[src/rrc_ram.sv]
module rrc_ram #(
  parameter int WIDTH = 48,
  parameter int DEPTH = 90
) (
  input  logic                     clk,
  input  logic                     we,
  input  logic [$clog2(DEPTH)-1:0] waddr,
  input  logic [WIDTH-1:0]         wdata,
  input  logic                     re,
  input  logic [$clog2(DEPTH)-1:0] raddr,
  output logic [WIDTH-1:0]         rdata
);

  logic [WIDTH-1:0] mem [DEPTH];

  // one write port, one registered read port
  always_ff @(posedge clk) begin
    if (we) begin
      mem[waddr] <= wdata;
    end
    if (re) begin
      rdata <= mem[raddr];
    end
  end

endmodule

[config.mk]
export PLATFORM = sky130hd
export DESIGN_NAME = rrc_ram
export DESIGN_NICKNAME = d
export VERILOG_FILES = /design/src/rrc_ram.sv
export SDC_FILE = /design/constraint.sdc
export NUM_CORES = 2
export LEC_CHECK = 0
export BUFFER_PORTS_ARGS = -buffer_cell sky130_fd_sc_hd__buf_2
export CAP_MARGIN = 20
export CORE_MARGIN = 3
export CORE_UTILIZATION = 53
export DETAILED_ROUTE_END_ITERATION = 10
export PLACE_DENSITY = 0.76
export SLEW_MARGIN = 10
export SYNTH_ARGS = -nofsm -noshare
export SYNTH_HDL_FRONTEND = slang
export SYNTH_MEMORY_MAX_BITS = 65536
export SYNTH_SLANG_ARGS = --single-unit
[constraint.sdc]
create_clock -name clk -period 12.2 [get_ports clk]
set_input_delay 2.44 -clock clk [delete_from_list [all_inputs] [get_ports clk]]
set_output_delay 2.44 -clock clk [all_outputs]
set_load 0.01 [all_outputs]
==> reports/metrics.cfg <==
[worst_setup_path]
r2r_end=rdata[25]$_DFFE_PP_
reg2reg_slack_ps=9570
crit_top_cell=buf_4
cp_cell_sequence=buf_8 -> buf_4 -> buf_4 -> buf_4 -> mux4_2 -> mux2i_1 -> o22ai_1 -> nor4_1 -> a211oi_1
cp_top_family=buffers and inverters
cpPeakStageDelay_ps=800
crit_arrival_ps=6720
cp.required_ps=12810
path_class=input pin to flop
path_max_fanout=66
reg2reg_from=mem[75][25]$_DFFE_PP_
critPathLaunchType=input pin
crit_path_top_delay_cell=buf_4
ff2ff_path_depth=5
crit_buf_inv=4
cp-end-kind=flop

[final_layout]
multi_input_area_um2=34500
layout_commonest_cell=edfxtp_1
finalNonFillerCells=12558
syn_to_final_growth_pct=12.0
drive_gt1_share_pct=23.2
fill_cells=20783
final_nets=8116
seqCellArea_um2=131000
utilization_pct=59.9
final_cell_mix=4368 x edfxtp_1, 849 x mux2i_1, 772 x mux4_2, 421 x clkbuf_16, 277 x a22oi_1

[timing]
hold_violations=0
tightestPinTransition_ps=1270
fin_crit_sh_pct=50.1
timing.final.ws_setup_ps=6090
finalMaxSlewViolations=0
finalClockSkew_ps=45.6
maxSlewHeadroom_pct=15.4
finalSetupTns_ps=0
rsz0062_at_grt=no
period_minus_slack_ps=6110
max_freq_ghz=0.164
setup_viol=0

[clock_network]
clock_sinks=4368
cts.path.max_buffers=4
cts_buffers=416
cts-root-buf=clkbuf_16
cts_max_level=5
clock_latency_ps=940
cts_hold_buf=0
post-cts-setup-buffers=0
cts_tree=yes
clkTransAtPathRegs_ps=60
cts.repair.resized=0

[grt]
grt_pass1_wl_mm=651
grt_use_met3_pct=8.75
grt_util_met1_pct=38.3
grt_pass1_vias=85483
globalRouteTotalUtil_pct=28.6
grt_max_degree=121
globalRouteMet2Util_pct=44.2
busiest_layer=met2
antenna_found_initial=42
gr-total-overflow=0

[die]
num_rows=205
die_y_um=568
die_area_um2=323000
ios=113
die_w_um=568
core_um2=313000
initial_core_util_pct=53.5

[min_path]
hold_path.startpoint=mem[44][5]$_DFFE_PP_
hold_path.class=flop to flop
holdPathEnd=rdata[5]$_DFFE_PP_
whs_path_depth=5

[power]
p_int_mw=24.5
vdd_drop_max_mv=0.133
switching_power_mw=6.57
pwr-share-clk_pct=41.7
pwr-share-comb_pct=4.7
leakagePower_nw=60.1
pwr-share-seq_pct=53.6
powerDensity_nw_per_um2=165
swShare_pct=21.2

[placement]
routabilityCongestion=0.818
dp_hpwl_mm=240
post-place-ws_ps=5140
numPortBuffers=112
place_inst=11761

[yosys]
asyncSetResetFlopFracSynth_pct=0
synth_edf_count=4368
syn-num-nets=7753
yosysWarnings=0
avgSynthCellArea_um2=21.8
synth-seq-area-share_pct=78.3
ys_ff_latch=4368
synth_cells=7688
syn_area_um2=167000
ys_types=46
synth_ff_type=edfxtp_1

[detailed_routing]
antenna_left=0
drc=0
avgRoutedWirePerCell_um=36.9
drt-initial-drc-count=15142
drt_wl_total_mm=464
vias=85823
viasPerCell=6.83
firstDrtPassIters=6

[flow_run]
cap_violations=0

[status]
status=finished, final reports clean

==> metrics by stage <==
step	power (mW)	cell area (um2)	hold slack [ps]
finish	31.0	187000	915
global route	31.7	187000	972
CTS	31.1	187000	908
detailed placement	18.4	174000	854
global placement	18.3	174000	852
floorplan	17.7	167000	774
==> power by group through the flow <==
stage | Clock (mW) | Sequential (mW) | Combinational, mW
detailed placement | 0 | 17.0 | 1.42
global route | 13.6 | 16.6 | 1.52
global placement | 0 | 17.0 | 1.38
finish | 12.9 | 16.6 | 1.46
floorplan | 0 | 16.9 | 0.804
CTS | 13.0 | 16.6 | 1.43
==> layer usage <==
metal	vias to the layer above	share of wire, %	wire, um
met5	-	0.031	144
met4	22	4.3	19900
met3	1191	15	68200
met2	6949	47	218000
met1	44556	34	158000
li1	33105	-	-
==> flip-flops by register name, indices dropped and copies added (netlist names) <==
register and flops:
mem 4320, rdata 48
==> cell usage after synthesis, types with 28 or more instances <==
| library cell | number | area, um2 |
|---|---|---|
| clkbuf_1 | 182 | 683 |
| buf_1 | 31 | 116 |
| nor4_1 | 29 | 181 |
| nand2_1 | 107 | 402 |
| nor2_1 | 140 | 526 |
| nand3_1 | 82 | 410 |
| buf_4 | 71 | 533 |
| o21ai_0 | 68 | 340 |
| a21oi_1 | 109 | 546 |
| edfxtp_1 | 4368 | 131000 |
| a31oi_1 | 55 | 344 |
| mux2_2 | 62 | 698 |
| a221oi_1 | 28 | 245 |
| o22ai_1 | 65 | 407 |
| mux2i_1 | 849 | 8500 |
| and3_1 | 35 | 219 |
| buf_2 | 87 | 435 |
| mux4_2 | 772 | 17400 |
| buf_6 | 61 | 687 |
| a22oi_1 | 277 | 2080 |
==> final cells by class <==
| class | count | share of cell area [%] |
|---|---|---|
| sequential | 4368 | 70.0 |
| multi-input combinational | 2876 | 18.4 |
| clock buffer | 481 | 5.74 |
| tap | 4140 | 2.76 |
| timing repair buffer | 386 | 1.59 |
| clock inverter | 282 | 1.50 |
| antenna | 22 | 0.0294 |
| inverter | 3 | 0.00667 |
==> tightest hold or removal path: cells and delay by family, from the launching register on <==
| family | cells | cell delay (ps) |
|---|---|---|
| AOI/OAI and AO/OA | 3 | 380 |
| DFF | 1 | 320 |
| muxes | 1 | 60 |
| and+or+nand+nor | 1 | 60 |
==> cell families after synthesis <==
family          count (synthesis)  synth area share [%]
compound gates                712                  2.89
buf+inv                       444                  1.56
flops                        4368                  78.3
mux                          1683                  15.9
simple gates                  481                  1.35
==> how the worst max path moves through the flow <==
stage          cells past startpoint  slack (ps)                    to     start
4_1_cts                            8        6060   rdata[25]$_DFFE_PP_  raddr[0]
6_report                           9        6090   rdata[30]$_DFFE_PP_  raddr[2]
2_1_floorplan                      4        5290  mem[40][0]$_DFFE_PP_  waddr[5]
3_3_place_gp                       8        5160   rdata[25]$_DFFE_PP_  raddr[0]
5_1_grt                            9        6120   rdata[25]$_DFFE_PP_  raddr[0]
3_5_place_dp                       8        5140   rdata[25]$_DFFE_PP_  raddr[0]
(Power assumes the default switching activity.)
