`config.mk`:
```
export PLATFORM = sky130hd
export DESIGN_NAME = rrc_div
export DESIGN_NICKNAME = d
export VERILOG_FILES = /design/src/rrc_pkg.sv /design/src/rrc_div.sv
export SDC_FILE = /design/constraint.sdc
export NUM_CORES = 1
export LEC_CHECK = 0
export BUFFER_PORTS_ARGS = -buffer_cell sky130_fd_sc_hd__buf_2
export CORE_MARGIN = 5
export CORE_UTILIZATION = 40
export DETAILED_ROUTE_END_ITERATION = 16
export GPL_TIMING_DRIVEN = 0
export SLEW_MARGIN = 20
export SYNTH_ARGS = -nofsm -noshare
export SYNTH_HDL_FRONTEND = slang
export SYNTH_SLANG_ARGS = --single-unit
```
`constraint.sdc`:
```
create_clock -name clk -period 5 [get_ports clk]
set_input_delay 0.75 -clock clk [delete_from_list [all_inputs] [get_ports clk]]
set_output_delay 0.75 -clock clk [all_outputs]
set_load 0.01 [all_outputs]
```
`src/rrc_pkg.sv`:
```
package rrc_pkg;

  // window and derived index widths
  localparam int WINDOW = 90;
  localparam int PTR_W  = $clog2(WINDOW);
  localparam int CNT_W  = $clog2(WINDOW + 1);

  // fixed point formats
  localparam int RET_W  = 24;
  localparam int Q_FRAC = 22;
  localparam logic signed [RET_W-1:0] RET_MAX = 24'sh7fffff;
  localparam logic signed [RET_W-1:0] RET_MIN = 24'sh800000;
  localparam logic [63:0] RET_MAG_POS = 64'd8388607;
  localparam logic [63:0] RET_MAG_NEG = 64'd8388608;
  localparam logic signed [23:0] Q_ONE = 24'sd4194304;

  // serial unit step counts
  localparam logic [6:0] DIV_STEPS = 7'd64;
  localparam logic [6:0] MUL_STEPS = 7'd64;
  localparam logic [6:0] SQRT_STEPS = 7'd64;

  // configuration register indexes
  localparam int IDX_W = 1;
  localparam logic [IDX_W-1:0] REG_MODE  = 1'b0;
  localparam logic [IDX_W-1:0] REG_METAL = 1'b1;

  // status codes
  localparam logic [1:0] ST_OK       = 2'd0;
  localparam logic [1:0] ST_NOT_FULL = 2'd1;
  localparam logic [1:0] ST_ZERO_VAR = 2'd2;
  localparam logic [1:0] ST_DISABLED = 2'd3;

  // request to the serial divider
  typedef struct packed {
    logic [63:0] init_rem;
    logic [63:0] dividend;
    logic [63:0] divisor;
    logic [6:0]  steps;
  } div_req_t;

endpackage

```
`src/rrc_div.sv`:
```
module rrc_div (
  input  logic              clk,
  input  logic              rst,
  input  logic              start,
  input  rrc_pkg::div_req_t req,
  output logic              done,
  output logic [63:0]       quotient
);
  import rrc_pkg::*;

  logic [63:0] rem;
  logic [63:0] dvd;
  logic [63:0] dsr;
  logic [63:0] quo;
  logic [6:0]  cnt;
  logic        busy;
  logic [64:0] shifted;
  logic [64:0] diff;

  // restoring step, one quotient bit per cycle
  assign shifted  = {rem, dvd[63]};
  assign diff     = shifted - {1'b0, dsr};
  assign quotient = quo;

  // control
  always_ff @(posedge clk) begin
    if (rst) begin
      busy <= 1'b0;
      done <= 1'b0;
      cnt  <= '0;
    end else begin
      done <= 1'b0;
      if (start) begin
        busy <= 1'b1;
        cnt  <= req.steps;
      end else if (busy) begin
        cnt <= cnt - 7'd1;
        if (cnt == 7'd1) begin
          busy <= 1'b0;
          done <= 1'b1;
        end
      end
    end
  end

  // datapath
  always_ff @(posedge clk) begin
    if (start) begin
      rem <= req.init_rem;
      dvd <= req.dividend;
      dsr <= req.divisor;
      quo <= '0;
    end else if (busy) begin
      if (!diff[64]) begin
        rem <= diff[63:0];
        quo <= {quo[62:0], 1'b1};
      end else begin
        rem <= shifted[63:0];
        quo <= {quo[62:0], 1'b0};
      end
      dvd <= {dvd[62:0], 1'b0};
    end
  end

endmodule

```
==> results.cfg, run 1 <==
[logic_synthesis]
synth_edf_count = 192
yosysMostFrequentCell = edfxtp_1
syn_nets = 1651
synthArstFlopShare_pct = 0
synth_top_area_share_pct = 39.4
synthTopCellsByCount = edfxtp_1 (192), nand2_1 (115), nor2_1 (114)
ys_warn_count = 0
syn_area_um2 = 14600
syn-instance-count = 1382
synth_top_cell_by_area = edfxtp_1
synth.distinct_cells = 70
ys_ff_latch = 265
synthTopCellsByArea = edfxtp_1 (39%), dfxtp_1 (10%), mux2i_1 (7.3%)
synth_ff_type = edfxtp_1
syn_avg_cell_area_um2 = 10.6
ys_seq_area_share_pct = 49.4

[drt]
wirelength_um = 40300
drc = 0
first_iter_violations = 569
avgRoutedWirePerCell_um = 18.5
ant_nets = 0
first_pass_iters = 5
num_vias = 11400
viasPerCell = 5.25

[clocking]
clock-sinks = 265
insertion_delay_ns = 0.59
cts_tree = done
cts_resized = 0
cts_setup_buffers = 0
htreeDepth = 1
cts-buffers-inserted = 31
cts_hold_buffers = 0
clkSlewWorstSetupHoldPaths_ns = 0.06
clockBufferDepth = 3
root_buffer = clkbuf_16

[die]
placementRows = 70
ioPinCount = 267
die_h_um = 201
initial_core_util_pct = 40.2
coreArea_um2 = 36300
die-area_um2 = 40500
die-width_um = 201

[grt]
grt_max_degree = 98
grt_pass1_vias = 11600
antenna_found_initial = 11
grt_pass1_wl_um = 62700
grt_usage_pct = 19.1
grt-ovfl-total = 0

[pwr]
switchingPower_mw = 3.21
p_int_mw = 5.61
leakage_nw = 7.61
powerDensity_nw_per_um2 = 500
switching_share_pct = 36.4
p_seq_share_pct = 33.2
power_mw = 8.82
power_frac_comb_pct = 40.5
p_clk_share_pct = 26.3
peakVddDrop_mv = 0.301

[timing]
slew_viol_final = 0
worst_pin_slew_ns = 0.924
holdWs_ns = 0.329
max_freq_mhz = 218
setup_viol = 0
max-slew-margin-rel_pct = 38.4
period_minus_slack_ns = 4.59
clock_skew_ns = 0.0170
finalHoldViolCount = 0
post-route-period-util_pct = 91.7
rsz0062_at_grt = false

[place]
io_buffers = 265
dp_hpwl_um = 29900
gp_congestion = 0.893
placed_cells = 2117

[finish]
nets = 1951
fin_cells = 2176
area_delta_synth_final_pct = 20.6
drive_gt1_share_pct = 23.5
final_core_util_pct = 48.6
nFillCells = 3428

[setup_path]
end_kind = flip-flop
required_ns = 5.37
worstSetupStartpointType = flip-flop
crit_type = reg -> reg
cp.arrival_ns = 4.96
crit_path_max_fanout = 10

[outcome]
status = completed

[min_path]
min_path_type = in -> reg

[flow_run]
drv_cap = 0
area by class of cell:
cell class,count,area (um2),share of cell area (%)
multi-input combinational,956,6760,38.3
tap,468,586,3.32
buffer,75,320,1.82
inverter,86,330,1.87
antenna,3,7.51,0.0425
sequential,265,7230,41.0
clock inverter,13,129,0.730
timing repair buffer,267,1380,7.80
clock buffer,43,915,5.18
power groups by stage:
stage | clock (mW) | combinational [mW] | sequential (mW)
floorplan | 0 | 2.69 | 2.92
global placement | 0 | 3.51 | 2.97
detailed placement | 0 | 3.55 | 2.97
CTS | 2.39 | 3.57 | 2.93
global route | 2.48 | 3.97 | 2.96
finish | 2.32 | 3.57 | 2.93
critical path, stage by stage (launching register included):
cell and delay, ns:
edfxtp_1 0.44, ha_1 0.30, buf_2 0.17, nand2_1 0.14
or4_1 0.60, or4_1 0.44, o211ai_2 0.34, o211ai_2 0.20
o211ai_4 0.30, xnor2_1 0.39, buf_2 0.41, buf_2 0.37
nand3b_1 0.12, o311ai_1 0.11
cells by family after synthesis:
group           after synthesis  share of synthesized area, %
fa+ha+maj                    67                          5.78
buf+inv                     161                          4.40
mux                         172                          12.3
simple gates                347                          11.1
xor+xnor                     62                          3.84
compound gates              308                          13.2
flops                       265                          49.4
layer usage:
| layer | global-route usage (%) | up-vias | share of wire, % | routed length, um |
|---|---|---|---|---|
| li1 | - | 5638 | - | - |
| met1 | 24.9 | 5393 | 44 | 17800 |
| met2 | 31.2 | 320 | 46 | 18500 |
| met3 | 5.85 | 66 | 7.6 | 3050 |
| met4 | 4.76 | 16 | 2.2 | 874 |
| met5 | 0 | - | 0.22 | 87 |
cell usage in the layout, fill, tap and decap left out, types with 36 or more instances in the layout:
| master | synthesis | layout |
|---|---|---|
| o21ai_1 | 48 | 48 |
| nand2_1 | 115 | 115 |
| edfxtp_1 | 192 | 192 |
| ha_1 | 66 | 66 |
| mux2_2 | 65 | 65 |
| o21ai_0 | 45 | 45 |
| buf_2 | 4 | 268 |
| dfxtp_1 | 73 | 73 |
| mux2i_1 | 106 | 106 |
| clkbuf_1 | 53 | 57 |
| a21oi_1 | 92 | 92 |
| xnor2_1 | 36 | 36 |
| inv_1 | 86 | 85 |
| nor2_1 | 114 | 114 |
per-stage QoR:
step                cell area (um2)  TNS, ns  setup WS [ns]
floorplan                     14600        0          0.389
global placement              16500  -426.78          -3.35
detailed placement            16600        0          0.452
CTS                           17600        0          0.420
global route                  17600        0          0.194
finish                        17600        0          0.414
final timing paths:
check | from | to | slack [ns] | cells after the start
max | rem[29] | rem[47] | 0.41 | 13
min | req[66] | dsr[59] | 0.33 | 1
max reg2reg | rem[29] | rem[47] | 0.41 | 13
min reg2reg | quotient[63] | quotient[63] | 0.49 | 2
sequential cells by signal, indices dropped and copies added (netlist names):
register	flops
done	1
quotient	64
cnt	7
rem	64
busy	1
dsr	64
dvd	64
Note: power is estimated with default switching activity, not from simulation.
==> run 2, diff against run 1 <==
- CAP_MARGIN: not set -> 20
- clock period: 5 -> 4 ns (I/O delays scaled with it)
==> run 2 against run 1 <==
Net effect: clock power up 25%; sequential power up 25%; maximum frequency up 18%; setup slack worse by 0.29 ns; combinational power up 33%; largest cell class unchanged.
==> results.cfg, run 2 (synthesis gave the netlist of run 1 again) <==
[outcome]
status = completed

[die]
ioPinCount = 267
die_h_um = 201
die-width_um = 201
placementRows = 70
initial_core_util_pct = 40.2
coreArea_um2 = 36300
die-area_um2 = 40500

[clocking]
cts_tree = done
clockBufferDepth = 3
root_buffer = clkbuf_16
insertion_delay_ns = 0.60
cts-buffers-inserted = 31
htreeDepth = 1
clkSlewWorstSetupHoldPaths_ns = 0.06
clock-sinks = 265

[flow_run]
drv_cap = 0

[setup_path]
slowest_delay_ns = 0.57
crit_chain = ha_1 > nand2_2 > or4_4 > or4_4 > o211ai_4 > o211ai_4 > o211ai_4 > xor2_4 > buf_12 > mux2_1 > mux2_2
worstSetupStartpointType = flip-flop
cp_slowest_cell = or4_4
rr_worst_depth = 11
timing.critical_path.buf_inv = 1
crit_type = reg -> reg
required_ns = 4.35
path_delay_family = simple AND/OR/NAND/NOR gates
reg2reg_slack_ns = 0.12
cp.arrival_ns = 4.23
end_kind = flip-flop
path_common_cell = o211ai_4
rr_startpoint = rem[30]
crit_path_max_fanout = 6
timing.rr.end = rem[12]

[timing]
finalHoldViolCount = 0
slew_viol_final = 0
worst_pin_slew_ns = 0.894
period_minus_slack_ns = 3.88
rsz0062_at_grt = false
setup_viol = 0
max_freq_mhz = 258
clock_skew_ns = 0.0273
post-route-period-util_pct = 97.0
max-slew-margin-rel_pct = 40.4

[min_path]
min_path_cells = 1
min_path_type = in -> reg
min-delay-start = req[44]
holdPathEnd = dsr[37]

[finish]
nFillCells = 3405
final_core_util_pct = 49.3
nets = 1955
fin_cells = 2183
final_common_cell = buf_2
area_delta_synth_final_pct = 22.6
drive_gt1_share_pct = 25.4
postLayoutCellArea_um2 = 17900
seq_area_um2 = 7230
final_cell_mix = buf_2 (264), edfxtp_1 (192), nor2_1 (114), nand2_1 (114), mux2i_1 (104)
multi_input_comb_area_um2 = 6870

[drt]
first_pass_iters = 7
ant_nets = 0
drc = 0
wirelength_um = 40500
avgRoutedWirePerCell_um = 18.6
num_vias = 11600
first_iter_violations = 704
viasPerCell = 5.30

[grt]
grt_usage_pct = 19.1
grt_max_degree = 37
top_usage_layer = met2
grt_pass1_vias = 11600
grtUsageMet2_pct = 30.6
gr-usage-met1_pct = 25.2
grt_pass1_wl_um = 63000
antenna_found_initial = 9
grtUsageMet3_pct = 5.88
grt-ovfl-total = 0

[pwr]
power_mw = 11.3
leakage_nw = 7.72
peakVddDrop_mv = 0.409
powerDensity_nw_per_um2 = 632

[place]
placed_cells = 2121
dp_hpwl_um = 30700
gp_congestion = 0.887
postPlaceCellArea_um2 = 16700
io_buffers = 265
run 2: routing by layer:
metal | vias to the layer above | share of wire (%)
met3 | 75 | 8.4
met1 | 5463 | 43
met5 | - | 0.18
met4 | 12 | 2.6
li1 | 5649 | -
met2 | 374 | 46
run 2: worst reg2reg max path, cell delays in order (launching register included):
cell and delay, ns:
edfxtp_1 0.42, ha_1 0.43, nand2_2 0.12, or4_4 0.57, or4_4 0.44, o211ai_4 0.24
o211ai_4 0.13, o211ai_4 0.33, xor2_4 0.22, buf_12 0.15, mux2_1 0.31, mux2_2 0.26
run 2: how the worst max path moves through the flow:
stage / slack (ns) / startpoint / cells past startpoint / end
detailed placement: -0.51 / rem[29] / 13 / rem[11]
global route: 0.004 / dvd[63] / 14 / rem[12]
CTS: 0.009 / rem[21] / 13 / rem[47]
global placement: -2.44 / start / 6 / dvd[38]
floorplan: 0.29 / start / 5 / dvd[0]
finish: 0.12 / rem[30] / 11 / rem[12]
run 2: report_power, final:
group / internal [mW] / switching (mW) / total (mW)
registers: 3.46 / 0.210 / 3.67
clock network: 1.73 / 1.18 / 2.91
logic: 2.04 / 2.71 / 4.75
total: 7.23 / 4.10 / 11.3
run 2: timing repair:
item	4_1_cts	5_1_grt
gates cloned	0	0
hold buffers	0	0
gates resized for setup	10	26
setup buffers	5	4
pin swaps	2	7
setup endpoints to repair	65	62
endpoints found under the hold margin	0	0
run 2: stage by stage:
step	hold WS [ns]	worst slack, ns	TNS [ns]
3_3_place_gp	0.475	-2.44	-363.94
3_5_place_dp	0.475	-0.508	-31.55
4_1_cts	0.145	0.00935	0
5_1_grt	0.147	0.00385	0
2_1_floorplan	0.511	0.292	0
6_report	0.176	0.120	0
run 2: cell type report:
class,instances,area share (%)
sequential,265,40.3
multi-input combinational,956,38.3
timing repair buffer,280,8.63
clock buffer,38,4.83
tap,468,3.27
inverter,86,1.82
buffer,66,1.77
clock inverter,19,1.03
antenna,5,0.0698
==> run 3, diff against run 2 <==
- ABC_AREA: not set -> 1
==> run 3 against run 2 <==
Net effect: wire length increased by 38%; clock skew decreased by 0.017 ns; critical path type unchanged; combinational power decreased by 8.6%; largest power group unchanged.
==> results.cfg, run 3 <==
[timing]
max-slew-margin-rel_pct = 25.8
setup_ws_ns = 0.819
slew_viol_final = 0
fin_setup_tns_ns = 0
max_freq_mhz = 314
clock_skew_ns = 0.0102
worst_pin_slew_ns = 1.11
rsz0062_at_grt = false
post-route-period-util_pct = 79.5
period_minus_slack_ns = 3.18
setup_viol = 0
finalHoldViolCount = 0

[setup_path]
timing.critical_path.buf_inv = 3
slowest_delay_ns = 0.46
end_kind = flip-flop
cp_slowest_cell = ha_1
crit_chain = ha_1 > nand2_2 > inv_2 > nand2_1 > nand2_1 > nand2_1 > nand2_1 > clkinv_1 > nand2_1 > a21oi_2 > nand3_2 > nand2_4 > buf_6 > nand2_1 > nand3_1 > nand2_1
cp.arrival_ns = 3.53
path_common_cell = nand2_1
crit_type = reg -> reg
worstSetupStartpointType = flip-flop
crit_path_max_fanout = 10
path_delay_family = simple AND/OR/NAND/NOR gates
required_ns = 4.35

[drt]
first_iter_violations = 971
num_vias = 16200
drc = 0
avgRoutedWirePerCell_um = 16.3
wirelength_um = 55900
ant_nets = 0
viasPerCell = 4.73
first_pass_iters = 5

[die]
die-width_um = 219
ioPinCount = 267
die_h_um = 219
placementRows = 76
die-area_um2 = 47900
initial_core_util_pct = 40.5
coreArea_um2 = 43100

[clocking]
cts_hold_buffers = 0
cts_setup_buffers = 0
clock-sinks = 265
insertion_delay_ns = 0.59
cts-buffers-inserted = 31
cts_resized = 0
htreeDepth = 1
clkSlewWorstSetupHoldPaths_ns = 0.07
clockBufferDepth = 3
root_buffer = clkbuf_16
cts_tree = done

[finish]
final_common_cell = nand2_1
nFillCells = 4441
final_cell_mix = nand2_1 (1019), inv_1 (519), buf_2 (274), edfxtp_1 (192), nand3_1 (174)
nets = 3079
drive_gt1_share_pct = 15.0
postLayoutCellArea_um2 = 20700
area_delta_synth_final_pct = 18.5

[grt]
grt-ovfl-total = 0
antenna_found_initial = 19
grt_max_degree = 97
grt_pass1_wl_um = 86700
grt_usage_pct = 23.1
grt_pass1_vias = 16100

[place]
postPlaceCellArea_um2 = 19600
place_ws_ns = 0.603
dp_hpwl_um = 46200
io_buffers = 265
gp_congestion = 0.937

[pwr]
leakage_nw = 11.1
p_seq_share_pct = 32.0
switchingPower_mw = 4.24
switching_share_pct = 39.1
peakVddDrop_mv = 0.389
p_int_mw = 6.59
powerDensity_nw_per_um2 = 524
p_clk_share_pct = 27.9
power_frac_comb_pct = 40.1

[logic_synthesis]
synthMuxAreaShare_pct = 0
ys_ff_latch = 265
ys_warn_count = 0
synthTopCellsByCount = nand2_1 (1019), inv_1 (519), edfxtp_1 (192)
ys_seq_area_share_pct = 41.4
synth_compound_area_share_pct = 4.54
synthArstFlopShare_pct = 0
synth_xor_area_share_pct = 1.26
synth_edf_count = 192
synth-simple-area-share_pct = 34.4
synthAdderAreaFrac_pct = 4.85
synth_ff_type = edfxtp_1
synth_top_family_by_area = simple AND/OR/NAND/NOR gates
synth.distinct_cells = 41
syn-instance-count = 2510
synth_top_area_share_pct = 33.1
syn_area_um2 = 17400
syn_nets = 2779
synthTopCellsByArea = edfxtp_1 (33%), nand2_1 (22%), inv_1 (11%)
synth_top_cell_by_area = edfxtp_1
yosysMostFrequentCell = nand2_1
syn_avg_cell_area_um2 = 6.95

[flow_run]
drv_cap = 0

[min_path]
min_path_type = in -> reg

[outcome]
status = completed
[run 3: cell count changes after synthesis, sizes merged, moves of 19 or more]
cell,delta
nand3,+170
a21o,-33
a21oi,-41
nand2,+945
mux2,-66
clkbuf,-19
mux2i,-106
o22ai,+61
xor2,-22
o21ai,-83
inv,+445
[run 3: final timing paths]
check,startpoint,endpoint,slack [ns],cells past startpoint
setup / recovery,rem[42],rem[26],0.82,16
hold reg to reg,quotient[63],quotient[63],0.45,2
setup reg to reg,rem[42],rem[26],0.82,16
hold / removal,req[8],dsr[1],0.18,1
[run 3: power groups by stage]
stage               Sequential [mW]  Combinational, mW  Clock, mW
floorplan                      3.48               3.06          0
global placement               3.53               4.29          0
detailed placement             3.52               4.33          0
CTS                            3.47               4.35       3.10
global route                   3.50               4.89       3.24
finish                         3.47               4.34       3.02
[run 3: worst register-to-register path, stage by stage (launching register included)]
cell and delay [ns]:
edfxtp_1 0.41, ha_1 0.46, nand2_2 0.17, inv_2 0.03
nand2_1 0.05, nand2_1 0.07, nand2_1 0.07, nand2_1 0.06
clkinv_1 0.04, nand2_1 0.13, a21oi_2 0.36, nand3_2 0.39
nand2_4 0.29, buf_6 0.20, nand2_1 0.08, nand3_1 0.07
nand2_1 0.05
[run 3: kinds of logic after synthesis]
kind of cell	count (synthesis)
AND/OR/NAND/NOR	1423
AO/OA/AOI/OAI	135
flip-flops	265
XOR/XNOR	25
buffers and inverters	595
adder cells (fa/ha/maj)	67
[run 3: area by class of cell]
type | instances | area, um2 | area share, %
multi-input combinational | 1650 | 7850 | 38.0
timing repair buffer | 267 | 1380 | 6.66
clock buffer | 40 | 917 | 4.44
sequential | 265 | 7230 | 35.0
tap | 585 | 732 | 3.54
inverter | 532 | 2000 | 9.66
buffer | 63 | 369 | 1.79
antenna | 3 | 7.51 | 0.0363
clock inverter | 18 | 189 | 0.914
[run 3: layer usage]
layer  track usage (%)  wire, um
met1              30.8     25200
met2              37.6     24700
met3              5.27      4060
met4              6.74      1730
met5                 0       166
[run 3: through the flow]
step / power, mW / hold slack, ns / std cells / utilization (%)
6_report: 10.8 / 0.182 / 3423 / 48.0
5_1_grt: 11.6 / 0.150 / 3422 / 48.0
4_1_cts: 10.9 / 0.146 / 3420 / 48.0
3_5_place_dp: 7.85 / 0.442 / 3362 / 45.4
3_3_place_gp: 7.82 / 0.440 / 3360 / 45.3
2_1_floorplan: 6.54 / 0.461 / 2510 / -
