--- src/rrc_pkg.sv ---
package rrc_pkg;

  // window and derived index widths
  localparam int WINDOW = 90;
  localparam int PTR_W  = $clog2(WINDOW);
  localparam int CNT_W  = $clog2(WINDOW + 1);

  // fixed point formats
  localparam int RET_W  = 24;
  localparam int Q_FRAC = 22;
  localparam logic signed [RET_W-1:0] RET_MAX = 24'sh7fffff;
  localparam logic signed [RET_W-1:0] RET_MIN = 24'sh800000;
  localparam logic [63:0] RET_MAG_POS = 64'd8388607;
  localparam logic [63:0] RET_MAG_NEG = 64'd8388608;
  localparam logic signed [23:0] Q_ONE = 24'sd4194304;

  // serial unit step counts
  localparam logic [6:0] DIV_STEPS = 7'd64;
  localparam logic [6:0] MUL_STEPS = 7'd64;
  localparam logic [6:0] SQRT_STEPS = 7'd64;

  // configuration register indexes
  localparam int IDX_W = 1;
  localparam logic [IDX_W-1:0] REG_MODE  = 1'b0;
  localparam logic [IDX_W-1:0] REG_METAL = 1'b1;

  // status codes
  localparam logic [1:0] ST_OK       = 2'd0;
  localparam logic [1:0] ST_NOT_FULL = 2'd1;
  localparam logic [1:0] ST_ZERO_VAR = 2'd2;
  localparam logic [1:0] ST_DISABLED = 2'd3;

  // request to the serial divider
  typedef struct packed {
    logic [63:0] init_rem;
    logic [63:0] dividend;
    logic [63:0] divisor;
    logic [6:0]  steps;
  } div_req_t;

endpackage

--- src/rrc_sqrt.sv ---
module rrc_sqrt (
  input  logic         clk,
  input  logic         rst,
  input  logic         start,
  input  logic [127:0] radicand,
  output logic         done,
  output logic [63:0]  root
);
  import rrc_pkg::*;

  logic [127:0] rad;
  logic [65:0]  rem;
  logic [63:0]  res;
  logic [6:0]   cnt;
  logic         busy;
  logic [67:0]  sh;
  logic [67:0]  trial;
  logic [67:0]  diff;

  // digit by digit root, two radicand bits per cycle
  assign sh    = {rem, rad[127:126]};
  assign trial = {2'b00, res, 2'b01};
  assign diff  = sh - trial;
  assign root  = res;

  // control
  always_ff @(posedge clk) begin
    if (rst) begin
      busy <= 1'b0;
      done <= 1'b0;
      cnt  <= '0;
    end else begin
      done <= 1'b0;
      if (start) begin
        busy <= 1'b1;
        cnt  <= SQRT_STEPS;
      end else if (busy) begin
        cnt <= cnt - 7'd1;
        if (cnt == 7'd1) begin
          busy <= 1'b0;
          done <= 1'b1;
        end
      end
    end
  end

  // datapath
  always_ff @(posedge clk) begin
    if (start) begin
      rad <= radicand;
      rem <= '0;
      res <= '0;
    end else if (busy) begin
      if (sh >= trial) begin
        rem <= diff[65:0];
        res <= {res[62:0], 1'b1};
      end else begin
        rem <= sh[65:0];
        res <= {res[62:0], 1'b0};
      end
      rad <= {rad[125:0], 2'b00};
    end
  end

endmodule

--- config.mk ---
export PLATFORM = sky130hd
export DESIGN_NAME = rrc_sqrt
export DESIGN_NICKNAME = d
export VERILOG_FILES = /design/src/rrc_pkg.sv /design/src/rrc_sqrt.sv
export SDC_FILE = /design/constraint.sdc
export NUM_CORES = 1
export LEC_CHECK = 0
export ABC_AREA = 1
export BUFFER_PORTS_ARGS = -buffer_cell sky130_fd_sc_hd__buf_2
export CAP_MARGIN = 25
export CELL_PAD_IN_SITES_DETAIL_PLACEMENT = 1
export CELL_PAD_IN_SITES_GLOBAL_PLACEMENT = 1
export CORE_ASPECT_RATIO = 0.8
export CORE_MARGIN = 2
export CORE_UTILIZATION = 40
export CTS_CLUSTER_DIAMETER = 30
export DETAILED_ROUTE_END_ITERATION = 8
export PLACE_DENSITY_LB_ADDON = 0.1
export SYNTH_ARGS = -nofsm -noshare
export SYNTH_HDL_FRONTEND = slang
export SYNTH_SLANG_ARGS = --single-unit
export TNS_END_PERCENT = 1
--- constraint.sdc ---
create_clock -name clk -period 6.85 [get_ports clk]
set_input_delay 0 -clock clk [delete_from_list [all_inputs] [get_ports clk]]
set_output_delay 0 -clock clk [all_outputs]
set_load 0.03 [all_outputs]
==> results.toml, run 1 <==
[synthesis]
synth_fp_nets = 2737
yosysTopAreaCellShare_pct = 23.4
ys_ff_latch = 267
synth_edf_count = 128
syn-cell-area_um2 = 17000
synth_top_cell_by_area = "nand2_1"
yosys.area_share.simple_pct = 36.4
synth-compound-area-share_pct = 6.68
netlist_instances = 2538
synth_most_common_cell = "nand2_1"
synthAdderAreaFrac_pct = 5.01
synth_warnings = 0
synth_top_family_by_area = "simple AND/OR/NAND/NOR gates"
ys.flop_type = "dfxtp_1"
synth_commonest_cells = "1059 x nand2_1, 392 x inv_1, 186 x nor2_1"
synthXorXnorAreaFrac_pct = 1.81
seq_area_frac_synth_pct = 39.0
synthArstFlopShare_pct = 0
synthMuxAreaShare_pct = 0
synth.distinct_cells = 44
synthTopCellsByArea = "nand2_1 23%, edfxtp_1 23%, dfxtp_1 16%, inv_1 8.7%, ha_1 5.0%"
synth.avg_cell_area_um2 = 6.69

[clocking]
clock-root-buffer = "clkbuf_16"
holdBufCountCts = 131
cts_buffer_depth = 3
post_cts_resized = 0
cts_setup_buffers = 0
clkTransAtPathRegs_ns = 0.05
clkSinkCount = 267
clock_latency_ns = 0.61
cts_tree = "done"
cts_max_level = 3
cts_buffers = 66

[die]
rows = 67
die-area_um2 = 44100
initial_utilization_pct = 40.5
die_w_um = 234
core_area_um2 = 41900
dieHeight_um = 188
ioPinCount = 196

[critical_path]
cp_data_required_time_ns = 7.32
cp_cell_sequence = "inv_1 > ha_1 > nand2_1 > nor2_2 > inv_1 > nor2_2 > nand2_1 > nor2_1 > nand2_1 > nand3_2 > nand2_4 > nand2_4 > buf_4 > nand3_1 > o211ai_1 > nand2_1"
cp.arrival_ns = 4.69
cp-end-kind = "register"
cpMostUsedCell = "nand2_1"
critPathMaxFanout = 45
cpMaxStageDelayCell = "nand2_4"
slowest_delay_ns = 0.61
worstSetupPathType = "register to register"
crit_path_start_kind = "register"

[timing]
drv_slew = 0
final.setup_skew_ns = 0.0289
finalSetupTns_ns = 0
tightest_slew_ns = 1.03
fmax_ghz = 0.237
finalSetupViolations = 0
max-slew-margin-rel_pct = 30.4
rsz0062_at_grt = "no"
fin_crit_sh_pct = 61.7
hold_viol_final = 0
period_minus_slack_ns = 4.22

[worst_hold_path]
min_path_type = "primary input to register"

[detailed_routing]
vias = 18100
wl_um = 71400
dr.pass1.iters = 5
drc = 0
drtIter0Drc = 1246
ant_nets = 0
wl_per_cell_um = 20.6
viasPerCell = 5.21

[place]
port_buffers = 195
placed_area_um2 = 18400
hpwlAfterDp_um = 46800
place_congestion = 0.975

[global_route]
grt_usage_pct = 32.2
grt_pass1_wl_um = 109000
antenna_found_initial = 5
overflow = 0
grt_max_degree = 96
grt_pass1_vias = 19200

[flow_run]
maxCapViolCount = 0

[layout]
fin_util_pct = 52.4
finalNetCount = 3061
drive_gt1_share_pct = 12.6
finalInstanceArea_um2 = 22000
area_growth_pct = 29.3

[status]
run_status = "completed"
==> kinds of logic (layout without fill, tap and decap cells) <==
logic type	Yosys count	in the layout
xor gates and xnor gates	35	35
DFF	267	267
other	0	5
and+or+nand+nor	1493	1493
buffers and inverters	480	857
adders and majority gates	68	68
AOI/OAI and AO/OA	195	195
==> final cells by class <==
cell class | count | area, µm²
Timing Repair Buffer | 338 | 2420
Tap cell | 552 | 691
Antenna cell | 5 | 12.5
Sequential cell | 267 | 6630
Fill cell | 5471 | 20000
Inverter | 398 | 1500
Clock buffer | 83 | 1800
Multi-Input combinational cell | 1791 | 8480
Clock inverter | 38 | 424
==> per-stage QoR <==
stage          hold WS (ns)  std cells  setup slack, ns
6_report             0.0266       3472             2.63
5_1_grt              0.0584       3472             2.40
4_1_cts            0.000149       3465             2.74
2_1_floorplan        0.0691       2538             1.94
3_5_place_dp          0.192       3213             2.81
3_3_place_gp          0.181       3213             2.92
==> registers in the layout, summed over array words and instances, names as in the netlist <==
register,flops
rem,66
root,64
cnt,7
rad,128
busy,1
done,1
==> worst paths after layout <==
kind | from | to | slack [ns] | cells past startpoint
setup / recovery | root[22]$_SDFFE_PP0P_ | rem[37]$_SDFFE_PP0P_ | 2.63 | 16
hold / removal | start | rad[0]$_SDFFCE_PN0P_ | 0.03 | 3
setup reg to reg | root[22]$_SDFFE_PP0P_ | rem[37]$_SDFFE_PP0P_ | 2.63 | 16
hold reg to reg | cnt[6]$_SDFFE_PP0P_ | cnt[6]$_SDFFE_PP0P_ | 0.47 | 2
==> worst max-delay path, delay by kind of cell, from the launching register on <==
family                     cells  cell delay (ns)
buffers and inverters          3             0.74
AOI/OAI and AO/OA              1             0.12
DFF                            1             0.33
adders and majority gates      1             0.37
and+or+nand+nor               11             2.46
==> placed cells by master (no fill, tap or decap), types with 3 or more instances in the layout <==
| cell | n |
|---|---|
| nand3_2 | 21 |
| o21ai_0 | 36 |
| diode_2 | 5 |
| xor2_1 | 26 |
| dlygate4sd3_1 | 131 |
| nor2_4 | 4 |
| nor2_2 | 7 |
| or2_2 | 3 |
| clkbuf_16 | 67 |
| xnor2_1 | 9 |
| a21oi_1 | 64 |
| ha_1 | 68 |
| inv_1 | 392 |
| edfxtp_1 | 128 |
| o21ai_1 | 6 |
| bufinv_16 | 4 |
| o211ai_1 | 5 |
| inv_6 | 4 |
| clkinv_2 | 8 |
| o21bai_1 | 9 |
| a21boi_0 | 3 |
| clkbuf_1 | 10 |
| clkinv_1 | 3 |
| buf_4 | 11 |
| clkbuf_8 | 6 |
| nor2_1 | 184 |
| dfxtp_1 | 138 |
| nand3b_1 | 4 |
| inv_2 | 4 |
| nor3_1 | 17 |
| o22ai_1 | 63 |
| a211oi_1 | 3 |
| nand3_1 | 118 |
| nand4_1 | 64 |
| buf_2 | 194 |
| clkinvlp_4 | 8 |
| nand2_1 | 1059 |
| clkinv_4 | 8 |
==> metal layers <==
metal	up-vias	wire (µm)	global-route usage (%)
li1	8639	-	-
met1	8698	32200	43.1
met2	599	32400	51.5
met3	136	4670	7.13
met4	2	2070	10.3
met5	-	87	1.90
Power of run 1 is not shown: default switching activity piles up to over one toggle a cycle in this logic, so the estimate is an artifact.
==> run 2: changes to the inputs <==
ABC_AREA = 0   (was 1)
clock period = 4.2 ns   (was 6.85 ns; I/O delays follow)
==> run 2 against run 1 <==
Net effect: utilization rose by 1.5 points; via count fell by 30%; register-to-register slack got worse by 2.2 ns; cell count fell by 31%; worst setup slack got worse by 2.2 ns; critical endpoint is now rem[65]$_SDFFE_PP0P_; hold slack improved by 0.16 ns.
==> results.toml, run 2 <==
[critical_path]
cp_data_required_time_ns = 4.66
crit_path_start_kind = "register"
worstReg2RegStart = "root[59]$_SDFFE_PP0P_"
cp.arrival_ns = 4.28
cp_cell_sequence = "inv_1 > ha_1 > nand4_2 > nor4_1 > nand4_1 > o21bai_1 > a21oi_1 > o221ai_2 > nor2_4 > or2_1 > a221o_1 > o32ai_2"
critPathMaxFanout = 8
worstSetupPathType = "register to register"
cpMaxStageDelayCell = "nor4_1"
critPathLaunch = "root[59]$_SDFFE_PP0P_"
cp-end-kind = "register"
slowest_delay_ns = 0.68

[clocking]
clkTransAtPathRegs_ns = 0.05
clock-root-buffer = "clkbuf_16"
cts_max_level = 3
cts_buffers = 66
clkSinkCount = 267
cts_buffer_depth = 3
clock_latency_ns = 0.57
cts_tree = "done"

[synthesis]
synth_fp_nets = 1716
yosysTopAreaCellShare_pct = 25.7
ys_ff_latch = 267
synth_top_cell_by_area = "edfxtp_1"
synth_commonest_cells = "211 x nor2_1, 139 x dfxtp_1, 129 x mux2_2"
synth_most_common_cell = "nor2_1"
syn-cell-area_um2 = 15000
ys.flop_type = "dfxtp_1"
synthArstFlopShare_pct = 0
synth_edf_count = 128
synth.distinct_cells = 73
seq_area_frac_synth_pct = 44.2
synth_warnings = 0
netlist_instances = 1517
synth.avg_cell_area_um2 = 9.88
synthTopCellsByArea = "edfxtp_1 26%, dfxtp_1 19%, mux2_2 9.7%, mux2i_1 5.9%, ha_1 5.7%"

[global_route]
grt_max_degree = 94
gr-usage-met1_pct = 32.6
grt_pass1_wl_um = 75400
use_met3_pct = 4.35
grt_usage_pct = 24.6
met2_usage_pct = 40.6
grt_pass1_vias = 13600
antenna_found_initial = 2
overflow = 0
top_usage_layer = "met2"

[place]
placed_area_um2 = 16400
place_congestion = 0.845
preCtsSetupSlack_ns = 0.476
port_buffers = 195
hpwlAfterDp_um = 29400

[timing]
fin_hold_ws_ns = 0.186
period_minus_slack_ns = 3.82
finalSetupTns_ns = 0
rsz0062_at_grt = "no"
setup_slack_ns = 0.379
tightest_slew_ns = 0.793
drv_slew = 0
max-slew-margin-rel_pct = 46.9
finalSetupViolations = 0
fin_crit_sh_pct = 91.0
final.setup_skew_ns = 0.0208
fmax_ghz = 0.262
hold_viol_final = 0

[die]
core_area_um2 = 37000
die-area_um2 = 39000
ioPinCount = 196
die_w_um = 220
initial_utilization_pct = 40.5
dieHeight_um = 177
rows = 63

[layout]
finalInstanceArea_um2 = 19900
final_common_cell = "nor2_1"
area_growth_pct = 33.0
finalNetCount = 2041
largest_reg_flops = 128
drive_gt1_share_pct = 24.3
fill_cells = 4096
largest-register = "rad"
seqCellArea_um2 = 6630
layout_common_cells = "211 x nor2_1, 194 x buf_2, 138 x dfxtp_1, 130 x dlygate4sd3_1, 129 x mux2_2"
multi_input_area_um2 = 7690

[power_and_ir_drop]
p_total_w = 0.0148
internal_power_w = 0.00910
swShare_pct = 38.4
ir_drop_mv = 0.720
p_comb_share_pct = 43.0
p_leak_nw = 8.33
power_frac_clock_pct = 34.6
power_frac_seq_pct = 22.4
power.density_nw_per_um2 = 742
p_switching_w = 0.00568

[flow_run]
maxCapViolCount = 0

[detailed_routing]
drtIter0Drc = 621
ant_nets = 0
viasPerCell = 5.34
wl_per_cell_um = 19.8
wl_um = 47300
drc = 0
vias = 12700
dr.pass1.iters = 5

[worst_hold_path]
min_path_type = "primary input to register"
hp-start = "rst"

[status]
run_status = "completed"
[run 2: cell count changes after synthesis, moves of 25 or more]
cell / delta
a21oi_1: +53
o22ai_1: -59
a21o_1: +39
inv_1: -309
nor2_1: +25
nand3_1: -108
mux2i_1: +88
nand2_1: -987
a211oi_1: +54
nand4_1: -41
mux2_2: +129
[run 2: power by group through the flow]
stage / sequential, W / combinational [W] / clock, W
final: 0.00331 / 0.00635 / 0.00511
after global placement: 0.00333 / 0.00607 / 0
after CTS: 0.00330 / 0.00630 / 0.00514
after detailed placement: 0.00334 / 0.00614 / 0
after global routing: 0.00335 / 0.00707 / 0.00534
after floorplan: 0.00327 / 0.00456 / 0
[run 2: per-layer routing]
| layer | wire [µm] | vias to the layer above |
|---|---|---|
| met4 | 1310 | 0 |
| li1 | - | 6159 |
| met3 | 1650 | 91 |
| met2 | 22400 | 239 |
| met5 | 0 | - |
| met1 | 21900 | 6241 |
[run 2: through the flow]
| stage | utilization (%) | std cells |
|---|---|---|
| finish | 53.9 | 2384 |
| CTS | 53.9 | 2381 |
| floorplan | - | 1517 |
| detailed placement | 44.4 | 2131 |
| global placement | 44.4 | 2131 |
| global route | 53.9 | 2384 |
[run 2: kinds of logic (layout without fill, tap and decap cells)]
group / after synthesis / count (layout) / synth area share (%)
flip-flops: 267 / 267 / 44.2
other: 0 / 3 / 0
XOR/XNOR: 62 / 62 / 3.62
adder cells (fa/ha/maj): 68 / 68 / 5.68
buffers and inverters: 170 / 547 / 4.43
multiplexers: 217 / 217 / 15.6
AND/OR/NAND/NOR: 392 / 392 / 11.6
AO/OA/AOI/OAI: 341 / 341 / 14.9
[run 2: final cells by class]
type | count | share of cell area [%]
Clock buffer | 83 | 8.87
Multi-Input combinational cell | 1080 | 38.6
Inverter | 83 | 1.58
Tap cell | 487 | 3.06
Antenna cell | 3 | 0.0377
Sequential cell | 267 | 33.3
Clock inverter | 37 | 2.19
Timing Repair Buffer | 344 | 12.4
[run 2: worst paths after layout]
check	to	slack (ns)	depth (start not counted)
min reg2reg	rem[51]$_SDFFE_PP0P_	0.49	2
max	rem[65]$_SDFFE_PP0P_	0.38	12
max reg2reg	rem[65]$_SDFFE_PP0P_	0.38	12
min	busy$_SDFF_PP0_	0.19	3
[run 2: critical path, delay by kind of cell (launching register included)]
| kind | cells | cell delay, ns |
|---|---|---|
| and+or+nand+nor | 5 | 1.53 |
| AOI/OAI and AO/OA | 5 | 1.15 |
| DFF | 1 | 0.47 |
| adders and majority gates | 1 | 0.47 |
| buffers and inverters | 1 | 0.10 |
[run 2: repair_timing]
item,4_1_cts,5_1_grt
setup buffers,0,0
hold buffers,130,0
gates resized for setup,0,0
hold endpoints to repair,161,0
No activity file was read; power rests on OpenSTA's default activity.
==> run 3: changes to the inputs <==
BUFFER_PORTS_ARGS = -buffer_cell sky130_fd_sc_hd__clkbuf_2   (was -buffer_cell sky130_fd_sc_hd__buf_2)
==> run 3 against run 2 <==
Net effect: global-route usage decreased by 0.29 points; flip-flop and latch count unchanged; sequential share of layout area increased by 0.20 points; via count decreased by 1.1%; clock-buffer cell count decreased by 2; utilization decreased by 0.31 points; first-iteration DRC count decreased by 8.9%; register-to-register slack got worse by 0.17 ns; hold slack got worse by 0.031 ns; clock skew increased by 0.0078 ns; critical path depth unchanged; maximum frequency decreased by 4.3%; largest cell class unchanged.
==> results.toml, run 3 (synthesized netlist as in run 2, its figures left out) <==
[timing]
finalSetupTns_ns = 0
rsz0062_at_grt = "no"
drv_slew = 0
max-slew-margin-rel_pct = 34.3
final.setup_skew_ns = 0.0286
setup_slack_ns = 0.206
period_minus_slack_ns = 3.99
fin_crit_sh_pct = 95.1
tightest_slew_ns = 0.986
fmax_ghz = 0.250
finalSetupViolations = 0
hold_viol_final = 0

[clocking]
clock_latency_ns = 0.60
cts_buffers = 59
clock-root-buffer = "clkbuf_16"
cts_buffer_depth = 3
clkTransAtPathRegs_ns = 0.05
clkSinkCount = 267
cts_tree = "done"
cts_max_level = 2

[critical_path]
cp.arrival_ns = 4.44
critPathMaxFanout = 11
cp-end-kind = "register"
crit_path_start_kind = "register"
worstSetupPathType = "register to register"
rrSetupSlack_ns = 0.21
cp_data_required_time_ns = 4.64

[global_route]
grt_pass1_wl_um = 74600
overflow = 0
grt_max_degree = 138
grt_pass1_vias = 13400
antenna_found_initial = 2
grt_usage_pct = 24.3

[die]
core_area_um2 = 37000
initial_utilization_pct = 40.5
dieHeight_um = 177
ioPinCount = 196
rows = 63
die_w_um = 220
die-area_um2 = 39000

[power_and_ir_drop]
internal_power_w = 0.00900
p_comb_share_pct = 43.2
power_frac_seq_pct = 22.9
ir_drop_mv = 0.527
p_leak_nw = 8.24
swShare_pct = 38.1
power_frac_clock_pct = 33.9
p_switching_w = 0.00554
power.density_nw_per_um2 = 734

[flow_run]
maxCapViolCount = 0

[detailed_routing]
vias = 12600
wl_per_cell_um = 19.8
wl_um = 47000
viasPerCell = 5.31
drc = 0
ant_nets = 0
dr.pass1.iters = 5
drtIter0Drc = 566

[layout]
largest_reg_flops = 128
multi_input_area_um2 = 7700
drive_gt1_share_pct = 23.9
fill_cells = 4082
final_common_cell = "nor2_1"
seqCellArea_um2 = 6630
largest-register = "rad"
finalNetCount = 2033
layout_common_cells = "211 x nor2_1, 194 x clkbuf_2, 138 x dfxtp_1, 130 x dlygate4sd3_1, 129 x mux2_2"
area_growth_pct = 32.2

[place]
hpwlAfterDp_um = 29200
preCtsSetupSlack_ns = 0.328
port_buffers = 195
place_congestion = 0.846

[status]
run_status = "completed"

[worst_hold_path]
min_path_type = "primary input to register"
## run 3: cell count changes in the layout (fill, tap and decap cells not counted), moves of 2 or more
cell | before | now
buf_2 | 194 | 0
clkbuf_2 | 0 | 194
clkbuf_16 | 67 | 60
clkbuf_8 | 3 | 8
clkinv_4 | 6 | 2
bufinv_16 | 7 | 10
inv_6 | 3 | 0
clkinv_1 | 4 | 2
clkinv_2 | 8 | 6
clkinvlp_4 | 7 | 5
## run 3: area by class of cell
cell class / count / share of cell area (%)
Inverter: 83 / 1.59
Antenna cell: 2 / 0.0253
Multi-Input combinational cell: 1080 / 38.9
Sequential cell: 267 / 33.5
Tap cell: 487 / 3.08
Clock inverter: 27 / 2.24
Timing Repair Buffer: 343 / 12.4
Clock buffer: 81 / 8.38
## run 3: power by group through the flow
| stage | Clock, W | Sequential [W] | Combinational (W) |
|---|---|---|---|
| final | 0.00492 | 0.00333 | 0.00628 |
| after global routing | 0.00514 | 0.00337 | 0.00695 |
| after CTS | 0.00494 | 0.00331 | 0.00623 |
| after detailed placement | 0 | 0.00336 | 0.00606 |
| after global placement | 0 | 0.00335 | 0.00601 |
| after floorplan | 0 | 0.00327 | 0.00456 |
## run 3: layer usage
metal,wire [µm],track usage (%),vias up
met1,21600,31.7,6129
met3,1970,4.73,84
met2,22000,39.9,235
met5,0,0,-
li1,-,-,6137
met4,1480,8.89,0
## run 3: final timing paths
| kind | from | end | depth (start not counted) |
|---|---|---|---|
| worst max register to register | root[49]$_SDFFE_PP0P_ | rem[59]$_SDFFE_PP0P_ | 12 |
| worst min-delay path | rst | cnt[6]$_SDFFE_PP0P_ | 3 |
| worst max-delay path | root[49]$_SDFFE_PP0P_ | rem[59]$_SDFFE_PP0P_ | 12 |
| worst min register to register | rem[1]$_SDFFE_PP0P_ | rem[1]$_SDFFE_PP0P_ | 2 |
## run 3: critical path, stage by stage, from the launching register on
cell	delay, ns
dfxtp_1	0.39
inv_1	0.07
ha_1	0.45
nand4_1	0.36
nor4_2	0.62
nand4_1	0.26
o21bai_1	0.18
a21oi_1	0.10
o221ai_2	0.32
nor2_4	0.15
or2_1	0.33
buf_4	0.19
o311ai_1	0.41
## run 3: metrics by stage
step / cells / utilization (%) / total power (W) / area (µm²) / hold WS, ns
floorplan: 1517 / - / 0.00783 / 15000 / 0.0724
global placement: 2130 / 44.3 / 0.00935 / 16400 / 0.191
detailed placement: 2130 / 44.3 / 0.00942 / 16400 / 0.198
CTS: 2368 / 53.6 / 0.0145 / 19800 / 0.149
global route: 2370 / 53.6 / 0.0155 / 19800 / 0.169
finish: 2370 / 53.6 / 0.0145 / 19800 / 0.155
## run 3: what timing repair did
item | 4_1_cts | 5_1_grt
resized for setup | 0 | 1
hold endpoints to repair | 158 | 0
hold buffers | 130 | 0
endpoints found under the setup margin | 0 | 6
buffers inserted | 0 | 0
